## src/hw/rtl/phu_pkg.sv

```systemverilog
package phu_pkg;

  localparam int SAMPLE_BITS_DEF     = 8;
  localparam int PHASE_FRAC_BITS_DEF = 16;
  localparam int CORDIC_STEPS        = 30;
  localparam int PRESCALE_SHIFT      = 24;
  localparam int LEVEL_W             = 8;
  localparam int GROUP_W             = 32;
  localparam int GROUP_PAD_W         = 64;
  localparam int THRESH_W            = 8;
  localparam int CFG_INDEX_W         = 2;
  localparam int OUT_W               = 23;
  localparam int STATUS_W            = 2;
  localparam int IN_DATA_W           = 112;
  localparam int OUT_DATA_W          = 32;
  localparam int MERGE_LAT           = 3;

  localparam logic [OUT_W-1:0] OUT_MAX = 23'h7F_FFFF;

  localparam logic [CFG_INDEX_W-1:0] REG_CONTRAST = 2'd0;
  localparam logic [CFG_INDEX_W-1:0] REG_WHITE    = 2'd1;

  localparam logic [STATUS_W-1:0] STATUS_VALID  = 2'd0;
  localparam logic [STATUS_W-1:0] STATUS_SHADOW = 2'd1;
  localparam logic [STATUS_W-1:0] STATUS_FLAT   = 2'd2;

  // Reciprocal of six for the final unwrap: floor(v/6) == (v*RECIP6) >> RECIP6_SHIFT
  // for every v below 2^17.
  localparam int RECIP6_W     = 16;
  localparam int RECIP6_SHIFT = 18;
  localparam logic [RECIP6_W-1:0] RECIP6 = 16'd43691;

  // CORDIC elementary angles in Q0.32 turns.
  function automatic logic [31:0] atan_turn(input int idx);
    logic [31:0] r;
    case (idx)
      0:  r = 32'h2000_0000;
      1:  r = 32'h12E4_051D;
      2:  r = 32'h09FB_385B;
      3:  r = 32'h0511_11D4;
      4:  r = 32'h028B_0D43;
      5:  r = 32'h0145_D7E1;
      6:  r = 32'h00A2_F61E;
      7:  r = 32'h0051_7C55;
      8:  r = 32'h0028_BE53;
      9:  r = 32'h0014_5F2E;
      10: r = 32'h000A_2F98;
      11: r = 32'h0005_17CC;
      12: r = 32'h0002_8BE6;
      13: r = 32'h0001_45F3;
      14: r = 32'h0000_A2F9;
      15: r = 32'h0000_517C;
      16: r = 32'h0000_28BE;
      17: r = 32'h0000_145F;
      18: r = 32'h0000_0A2F;
      19: r = 32'h0000_0517;
      20: r = 32'h0000_028B;
      21: r = 32'h0000_0145;
      22: r = 32'h0000_00A2;
      23: r = 32'h0000_0051;
      24: r = 32'h0000_0028;
      25: r = 32'h0000_0014;
      26: r = 32'h0000_000A;
      27: r = 32'h0000_0005;
      28: r = 32'h0000_0002;
      29: r = 32'h0000_0001;
      default: r = 32'h0000_0000;
    endcase
    return r;
  endfunction

endpackage

```

## src/hw/rtl/phu_merge.sv

```systemverilog
module phu_merge
  import phu_pkg::*;
#(
  parameter int PHASE_FRAC_BITS = PHASE_FRAC_BITS_DEF
) (
  input  logic                       clk,
  input  logic                       en,
  input  logic [PHASE_FRAC_BITS-1:0] p0,
  input  logic [PHASE_FRAC_BITS-1:0] p1,
  input  logic [PHASE_FRAC_BITS-1:0] p2,
  output logic [OUT_W-1:0]           phase
);

  localparam int F    = PHASE_FRAC_BITS;
  localparam int N1_W = F + 5;
  localparam int N2_W = F + 12;
  localparam int V_W  = 12;
  localparam int Q_W  = 11;
  localparam int PH_W = F + 14;

  // Stage 1: heterodyne differences of neighboring frequencies.
  logic [F:0] p12_r, p23_r;
  logic [F-1:0] p0_s1_r, p0_s2_r, p0_s3_r;

  function automatic logic [F:0] hetero(input logic [F-1:0] a, input logic [F-1:0] b);
    logic [F:0] d;
    d = {1'b0, a} - {1'b0, b};
    if (a > b) begin
      return d;
    end
    return d + ((F+1)'(1) << F);
  endfunction

  always_ff @(posedge clk) begin
    if (en) begin
      p12_r   <= hetero(p0, p1);
      p23_r   <= hetero(p1, p2);
      p0_s1_r <= p0;
    end
  end

  // Stage 2: unwrap the first pair against the equivalent phase (ratio 6).
  logic [F+1:0] p123;
  logic signed [N1_W-1:0] num1, mag1, k1;
  logic signed [N1_W-1:0] pm12_r;

  always_comb begin
    if (p12_r > p23_r) begin
      p123 = {1'b0, p12_r} - {1'b0, p23_r};
    end else begin
      p123 = {1'b0, p12_r} - {1'b0, p23_r} + ((F+2)'(1) << F);
    end
    num1 = N1_W'(p123) * N1_W'(6) - N1_W'(p12_r);
    mag1 = (num1 < 0) ? -num1 : num1;
    k1   = (mag1 + (N1_W'(1) << (F-1))) >>> F;
    if (num1 < 0) begin
      k1 = -k1;
    end
  end

  always_ff @(posedge clk) begin
    if (en) begin
      pm12_r  <= N1_W'(p12_r) + (k1 <<< F);
      p0_s2_r <= p0_s1_r;
    end
  end

  // Stage 3: unwrap the finest phase (ratio 64/6), dividing by six through
  // a reciprocal multiply.
  logic signed [N2_W-1:0] num2, mag2;
  logic [V_W-1:0] v;
  logic [V_W+RECIP6_W-1:0] prod;
  logic signed [Q_W-1:0] q, q_r;

  always_comb begin
    num2 = (N2_W'(pm12_r) <<< 6) - N2_W'(p0_s2_r) * N2_W'(6);
    mag2 = (num2 < 0) ? -num2 : num2;
    v    = V_W'((mag2 + (N2_W'(3) << F)) >>> F);
    prod = (V_W+RECIP6_W)'(v) * (V_W+RECIP6_W)'(RECIP6);
    q    = Q_W'(prod >> RECIP6_SHIFT);
    if (num2 < 0) begin
      q = -q;
    end
  end

  always_ff @(posedge clk) begin
    if (en) begin
      q_r     <= q;
      p0_s3_r <= p0_s2_r;
    end
  end

  // Recombine and saturate.
  logic signed [PH_W-1:0] ph;

  always_comb begin
    ph = PH_W'({1'b0, p0_s3_r}) + (PH_W'(q_r) <<< F);
    if (ph < 0) begin
      phase = '0;
    end else if (ph > PH_W'(OUT_MAX)) begin
      phase = OUT_MAX;
    end else begin
      phase = ph[OUT_W-1:0];
    end
  end

endmodule

```

## config.mk

```make
export PLATFORM = sky130hd
export DESIGN_NAME = phu_merge
export DESIGN_NICKNAME = d
export VERILOG_FILES = /design/src/hw/rtl/phu_pkg.sv /design/src/hw/rtl/phu_merge.sv
export SDC_FILE = /design/constraint.sdc
export NUM_CORES = 1
export LEC_CHECK = 0
export BUFFER_PORTS_ARGS = -buffer_cell sky130_fd_sc_hd__buf_2
export CAP_MARGIN = 20
export CORE_UTILIZATION = 35
export CTS_CLUSTER_DIAMETER = 30
export DETAILED_ROUTE_END_ITERATION = 10
export GPL_TIMING_DRIVEN = 0
export SLEW_MARGIN = 30
export SYNTH_ARGS = -nofsm -noshare
export SYNTH_HDL_FRONTEND = slang
export SYNTH_SLANG_ARGS = --single-unit
```

## constraint.sdc

```tcl
create_clock -name clk -period 14.4 [get_ports clk]
set_input_delay 0 -clock clk [delete_from_list [all_inputs] [get_ports clk]]
set_output_delay 0 -clock clk [all_outputs]
set_load 0.02 [all_outputs]
```

==> results.json, run 1 <==
{
  "status": "completed",
  "viasPerCell": 5.00,
  "groute.layer.met3.usage_pct": 2.00,
  "firstDrtPassIters": 5,
  "slowest_delay_ps": 610,
  "multi_input_area_mm2": 0.00912,
  "initial_core_util_pct": 35.5,
  "grt_setup_unrepaired": "no",
  "cp.required_ps": 14660,
  "grt_pass1_wl_um": 48700,
  "timing.final.crit_share_pct": 91.1,
  "diodes": 0,
  "syn_area_per_cell_um2": 9.06,
  "cts-root-buf": "clkbuf_16",
  "startpoint_type": "flop",
  "min_delay_path_depth": 1,
  "tritoncts": "yes",
  "drc_errors": 0,
  "crit_fanout": 8,
  "routed_wl_um": 29600,
  "coreArea_mm2": 0.0377,
  "netlist-cell-type-count": 90,
  "antenna_found_initial": 0,
  "finalSetupTns_ps": 0,
  "holdCritPathClass": "input port to flop",
  "drtIter0Drc": 465,
  "slew_headroom_pct": 46.9,
  "min_period_ps": 13120,
  "cts_hold_buf": 16,
  "io_buffers": 72,
  "ys_ff_latch": 114,
  "netlist_area_mm2": 0.0134,
  "dieArea_mm2": 0.0390,
  "synth_edf_count": 114,
  "synth_top_area_share_pct": 25.6,
  "busiest_layer": "met2",
  "cts_resized": 0,
  "fp.dieW_um": 198,
  "yosys-top-cells-area": "edfxtp_1, ha_1, fa_1",
  "final_nets": 1881,
  "final_max_slew_viol_count": 0,
  "cp_slowest_cell": "a221oi_1",
  "grt_max_degree": 73,
  "grt_usage_pct": 15.5,
  "clk_latency_ps": 420,
  "crit_top_cell": "a21oi_1",
  "critPathArrivalTime_ps": 13380,
  "crit_type": "flop to flop",
  "crit_cells": 56,
  "die_h_um": 198,
  "io_pins": 73,
  "synth.most_common_cell": "inv_1",
  "r2r_setup_slack_ps": 1280,
  "worst-path-buf-inv": 6,
  "yosysSeqAreaShare_pct": 25.6,
  "syn_to_final_growth_pct": 13.5,
  "finalSetupViolCount": 0,
  "cts_sinks": 114,
  "seqCellArea_mm2": 0.00342,
  "synth_common_cells": "inv_1, ha_1, nor2_1",
  "n_fill_cell": 3786,
  "use_met2_pct": 26.7,
  "hold_viol": 0,
  "yosys.area.top_type": "edfxtp_1",
  "layout-drive-gt1-share_pct": 9.57,
  "gp_congestion": 0.871,
  "clk_pin_slew_worst_paths_ps": 60,
  "wl_per_cell_um": 14.0,
  "whs_ps": 5.11,
  "ys_warn_count": 0,
  "r2r_cells": 56,
  "final_antenna_net_count": 0,
  "routed-via-count": 10535,
  "grt.overflow.total": 0,
  "numCtsBuffers": 17,
  "grt_pass1_vias": 10275,
  "clock_path_buffers": 2,
  "dp_hpwl_um": 24300,
  "ys.flop_type": "edfxtp_1",
  "rows": 71,
  "worst_clock_skew_ps": 8.44,
  "tightest_slew_ps": 791,
  "crit_path_end_kind": "flop",
  "maxCapViolations": 0,
  "use_met1_pct": 19.9,
  "syn_inst": 1477,
  "post_cts_buffers": 0,
  "htreeDepth": 4,
  "fmaxAchievable_ghz": 0.0762,
  "synth_async_sr_flop_share_pct": 0,
  "path_delay_family": "compound AO/OA/AOI/OAI gates"
}
[metrics by stage]
| stage | util (%) | area (µm²) | cells | setup WS, ps |
|---|---|---|---|---|
| 2_1_floorplan | - | 13400 | 1478 | 2910 |
| 3_3_place_gp | 38.2 | 14400 | 2061 | 1530 |
| 3_5_place_dp | 38.3 | 14400 | 2062 | 1290 |
| 4_1_cts | 40.3 | 15200 | 2109 | 1290 |
| 5_1_grt | 40.3 | 15200 | 2109 | 162 |
| 6_report | 40.3 | 15200 | 2109 | 1280 |
[path summary, 6_finish.rpt]
| path | from | to |
|---|---|---|
| min reg2reg | p0_s1_r[10] | p0_s2_r[10] |
| max | p0_s2_r[0] | q_r[9] |
| max reg2reg | p0_s2_r[0] | q_r[9] |
| min | en | p23_r[13] |
[cells by family (layout without fill, tap and decap cells)]
family	count (synthesis)	count (layout)	synth area share [%]
XOR/XNOR	130	130	8.62
flip-flops	114	114	25.6
adder cells (fa/ha/maj)	245	245	25.7
other	2	3	0.0561
AO/OA/AOI/OAI	342	342	17.2
multiplexers	17	17	1.38
buffers and inverters	224	344	6.35
AND/OR/NAND/NOR	403	403	15.1
[layout by cell type, fill, tap and decap left out, types with 6 or more instances in the layout]
master,synthesis,routed
xor2_1,53,53
o21ai_1,9,9
buf_2,1,72
a21o_1,30,30
clkbuf_16,0,17
nor3_1,21,21
a21boi_0,14,14
o21a_1,12,12
nor2_1,133,133
nand2b_1,22,22
nand3_1,27,27
nor2b_1,21,21
fa_1,50,50
a211oi_1,11,11
inv_1,214,214
o21ai_0,68,68
o21bai_1,15,15
edfxtp_1,114,114
or3_1,8,8
ha_1,195,195
dlygate4sd3_1,0,16
mux2i_1,10,10
nand3b_1,6,6
nand4_1,19,19
a31oi_1,15,15
and3_1,15,15
a22o_1,6,6
nand2_1,82,82
and2_1,8,8
or2_2,7,7
a21oi_1,88,88
clkbuf_1,7,7
xnor2_1,75,75
[area by class of cell]
type                            instances  share of cell area, %
Multi-Input combinational cell       1140                   60.0
Sequential cell                       114                   22.5
Inverter                              215                   5.31
Tap cell                              511                   4.21
Timing Repair Buffer                   89                   3.65
Clock buffer                           17                   2.80
Clock inverter                         14                   1.17
Buffer                                  9                  0.280
[metal layers]
layer	up-vias	wire, µm	share of wire, %
met5	-	0	0
met4	0	726	2.5
li1	5432	-	-
met2	182	14000	47
met1	4872	14000	47
met3	49	933	3.1
[registers in the layout (all words and copies together) (netlist names)]
| signal | cells |
|---|---|
| p12_r | 17 |
| q_r | 11 |
| p0_s2_r | 16 |
| pm12_r | 21 |
| p0_s1_r | 16 |
| p23_r | 17 |
| p0_s3_r | 16 |
Power of run 1 is left out: the tool's default activity adds up to more than one toggle a clock period on the data nets, which glitch-free logic cannot reach.
==> inputs of run 2 (changes only) <==
--- a/config.mk
+++ b/config.mk
@@ -7,6 +7,7 @@
 export LEC_CHECK = 0
 export BUFFER_PORTS_ARGS = -buffer_cell sky130_fd_sc_hd__buf_2
 export CAP_MARGIN = 20
+export CORE_ASPECT_RATIO = 0.5
 export CORE_UTILIZATION = 35
 export CTS_CLUSTER_DIAMETER = 30
 export DETAILED_ROUTE_END_ITERATION = 10
==> results.json, run 2 (synthesis results as in run 1) <==
{
  "drc_errors": 0,
  "grt_setup_unrepaired": "no",
  "firstDrtPassIters": 4,
  "layout-drive-gt1-share_pct": 9.57,
  "worst_clock_skew_ps": 17.8,
  "cts_sinks": 114,
  "htreeDepth": 4,
  "coreArea_mm2": 0.0375,
  "initial_core_util_pct": 35.7,
  "multi_input_area_mm2": 0.00912,
  "cp_slowest_cell": "fa_1",
  "io_buffers": 72,
  "syn_to_final_growth_pct": 13.5,
  "dp_hpwl_um": 24300,
  "critPathArrivalTime_ps": 13090,
  "die_h_um": 140,
  "hold_viol": 0,
  "clk_latency_ps": 430,
  "maxCapViolations": 0,
  "final_common_cell": "inv_1",
  "grt_max_degree": 70,
  "fp.dieW_um": 279,
  "drtIter0Drc": 443,
  "grt_usage_pct": 15.4,
  "timing.final.crit_share_pct": 89.1,
  "clock_path_buffers": 2,
  "slew_headroom_pct": 47.3,
  "top_register": "pm12_r",
  "final_nets": 1881,
  "antenna_found_initial": 0,
  "tightest_slew_ps": 785,
  "final_max_slew_viol_count": 0,
  "cp.required_ps": 14660,
  "largest_reg_flops": 21,
  "dieArea_mm2": 0.0391,
  "wl_per_cell_um": 14.0,
  "min_delay_path_depth": 1,
  "min_period_ps": 12830,
  "r2r-start": "p0_s2_r[0]",
  "crit_type": "flop to flop",
  "routed_wl_um": 29200,
  "r2r_cells": 56,
  "rows": 50,
  "holdCritPathClass": "input port to flop",
  "grt_pass1_wl_um": 48900,
  "worstHoldStart": "en",
  "n_fill_cell": 3797,
  "final_cell_mix": "inv_1, ha_1, nor2_1",
  "slowest_delay_ps": 590,
  "crit_fanout": 8,
  "crit_top_cell": "a21oi_1",
  "status": "completed",
  "startpoint_type": "flop",
  "routed-via-count": 10487,
  "grt_pass1_vias": 10027,
  "gp_congestion": 0.825,
  "diodes": 0,
  "finalSetupViolCount": 0,
  "top_regs": "pm12_r: 21 flops, p12_r: 17 flops, p23_r: 17 flops",
  "numCtsBuffers": 17,
  "viasPerCell": 5.01,
  "io_pins": 73,
  "crit_path_end_kind": "flop",
  "finalSetupTns_ps": 0,
  "tritoncts": "yes",
  "fmaxAchievable_ghz": 0.0779,
  "clk_pin_slew_worst_paths_ps": 60,
  "startpoint": "p0_s2_r[0]",
  "grt.overflow.total": 0,
  "cts-root-buf": "clkbuf_16",
  "final_antenna_net_count": 0,
  "seqCellArea_mm2": 0.00342
}
run 2: worst paths after layout:
kind                 to  slack (ps)
min          p0_s1_r[8]           7
max reg2reg      q_r[9]        1570
max              q_r[9]        1570
min reg2reg  p0_s2_r[9]         420
run 2: stage by stage:
step                      worst slack, ps  hold slack, ps  cell area (µm²)  std cells  util [%]
final                                1570            6.69            15200       2092      40.5
after global routing                  272            8.88            15200       2092      40.5
after CTS                            1450            2.92            15200       2092      40.5
after detailed placement             1510             208            14400       2045      38.4
after global placement               1590             207            14400       2044      38.3
after floorplan                      2910            98.9            13400       1478         -
run 2: final cells by class:
type                       instances  area share (%)
tap                              494            4.07
sequential                       114            22.5
buffer                             9           0.280
multi-input combinational       1140            60.0
clock buffer                      17            2.80
inverter                         215            5.31
clock inverter                    14            1.34
timing repair buffer              89            3.65
run 2: what timing repair did:
| action | CTS | global route |
|---|---|---|
| buffers inserted | 0 | 0 |
| hold buffers | 16 | 0 |
| setup endpoints to repair | 0 | 0 |
| hold endpoints to repair | 16 | 0 |
| gates resized for setup | 0 | 0 |
run 2: per-layer routing:
metal | share of wire (%) | up-vias | global-route usage, %
li1 | - | 5439 | -
met1 | 52 | 4897 | 21.8
met2 | 44 | 130 | 24.7
met3 | 3.0 | 21 | 2.52
met4 | 0.95 | 0 | 3.18
met5 | 0 | - | 0
run 2: critical path, delay by kind of cell, from the launching register on:
family,cells,cell delay [ps]
AO/OA/AOI/OAI,21,4420
XOR/XNOR,4,830
adder cells (fa/ha/maj),10,3940
buffers and inverters,6,490
flip-flops,1,510
AND/OR/NAND/NOR,15,2420
Power of run 2 is left out for the same reason.
==> inputs of run 3 (changes only) <==
==> constraint.sdc (replaced) <==
create_clock -name clk -period 12 [get_ports clk]
set_input_delay 0 -clock clk [delete_from_list [all_inputs] [get_ports clk]]
set_output_delay 0 -clock clk [all_outputs]
set_load 0.02 [all_outputs]
==> results.json, run 3 (synthesis results as in run 1) <==
{
  "grt_usage_pct": 15.5,
  "wl_per_cell_um": 14.1,
  "final_max_slew_viol_count": 0,
  "slowest_delay_ps": 650,
  "numCtsBuffers": 17,
  "cts_sinks": 114,
  "dp_hpwl_um": 24300,
  "timing.final.crit_share_pct": 94.2,
  "drtIter0Drc": 432,
  "crit_fanout": 5,
  "diodes": 0,
  "drc_errors": 0,
  "largest_reg_flops": 21,
  "status": "complete, but fails checks",
  "grt_pass1_wl_um": 49300,
  "worst_clock_skew_ps": 20.6,
  "clock_path_buffers": 2,
  "layout-drive-gt1-share_pct": 13.9,
  "grt_pass1_vias": 10095,
  "rows": 50,
  "violations": "hold timing",
  "gp_congestion": 0.825,
  "slew_headroom_pct": 47.3,
  "grt_max_degree": 70,
  "cts-root-buf": "clkbuf_16",
  "antenna_found_initial": 0,
  "tritoncts": "yes",
  "io_buffers": 72,
  "clk_latency_ps": 430,
  "min_period_ps": 11310,
  "grt.overflow.total": 0,
  "fp.dieW_um": 279,
  "final_common_cell": "inv_1",
  "tightest_slew_ps": 785,
  "viasPerCell": 5.00,
  "fmaxAchievable_ghz": 0.0885,
  "htreeDepth": 4,
  "hold_viol": 1,
  "crit_path_end_kind": "flop",
  "routed_wl_um": 29700,
  "initial_core_util_pct": 35.7,
  "holdCritPathClass": "input port to flop",
  "top_regs": "pm12_r: 21 flops, p12_r: 17 flops, p23_r: 17 flops",
  "firstDrtPassIters": 5,
  "clk_pin_slew_worst_paths_ps": 60,
  "crit_top_cell": "a21oi_2",
  "die_h_um": 140,
  "final_antenna_net_count": 0,
  "whs_ps": -3.97,
  "finalSetupViolCount": 0,
  "dieArea_mm2": 0.0391,
  "startpoint_type": "flop",
  "final_cell_mix": "inv_1, ha_1, nor2_1",
  "routed-via-count": 10564,
  "cp_slowest_cell": "fa_2",
  "coreArea_mm2": 0.0375,
  "cp.required_ps": 12260,
  "io_pins": 73,
  "final_nets": 1900,
  "maxCapViolations": 0,
  "r2r_setup_slack_ps": 690,
  "crit_type": "flop to flop",
  "top_register": "pm12_r",
  "syn_to_final_growth_pct": 16.9,
  "critPathArrivalTime_ps": 11570
}
-- run 3: cell count changes in the layout (fill, tap and decap cells not counted), sizes merged --
| cell | change |
|---|---|
| buf | +19 |
-- run 3: worst paths after layout --
kind              cells after the start        from         end
setup reg to reg                     50  p0_s2_r[1]      q_r[9]
setup / recovery                     50  p0_s2_r[1]      q_r[9]
hold / removal                        1          en    p23_r[6]
hold reg to reg                       0  p0_s1_r[9]  p0_s2_r[9]
-- run 3: per-stage QoR --
step / TNS [ps] / cell area [µm²] / worst slack, ps / util (%) / std cells
detailed placement: -2070 / 14400 / -888 / 38.4 / 2045
global route: -117 / 15600 / -117 / 41.7 / 2111
CTS: 0 / 15300 / 33.4 / 40.8 / 2096
finish: 0 / 15600 / 695 / 41.7 / 2111
floorplan: 0 / 13400 / 512 / - / 1478
global placement: -1790 / 14400 / -815 / 38.3 / 2044
-- run 3: worst max-delay path: cells and delay by family, from the launching register on --
kind	cells	cell delay, ps
adder cells (fa/ha/maj)	8	3220
buffers and inverters	4	440
flip-flops	1	390
AO/OA/AOI/OAI	23	4000
XOR/XNOR	3	460
AND/OR/NAND/NOR	12	2630
-- run 3: routing by layer --
metal / up-vias / GRT usage [%] / part of all wire [%]
li1: 5466 / - / -
met1: 4979 / 22.0 / 51
met2: 96 / 24.9 / 45
met3: 23 / 2.52 / 2.5
met4: 0 / 3.21 / 1.0
met5: - / 0 / 0
-- run 3: cell type report --
type	count	area, µm²
Fill cell	3748	21900
Multi-Input combinational cell	1140	9430
Sequential cell	114	3420
Inverter	215	807
Timing Repair Buffer	108	697
Tap cell	494	618
Clock buffer	17	425
Clock inverter	14	204
Buffer	9	43.8
-- run 3: what timing repair did --
item / in CTS / in global routing
setup endpoints to repair: 5 / 9
endpoints found under the hold margin: 16 / 0
setup buffers: 4 / 15
hold buffers: 16 / 0
gates resized for setup: 14 / 49
pin swaps: 4 / 17
Power of run 3 is left out for the same reason.
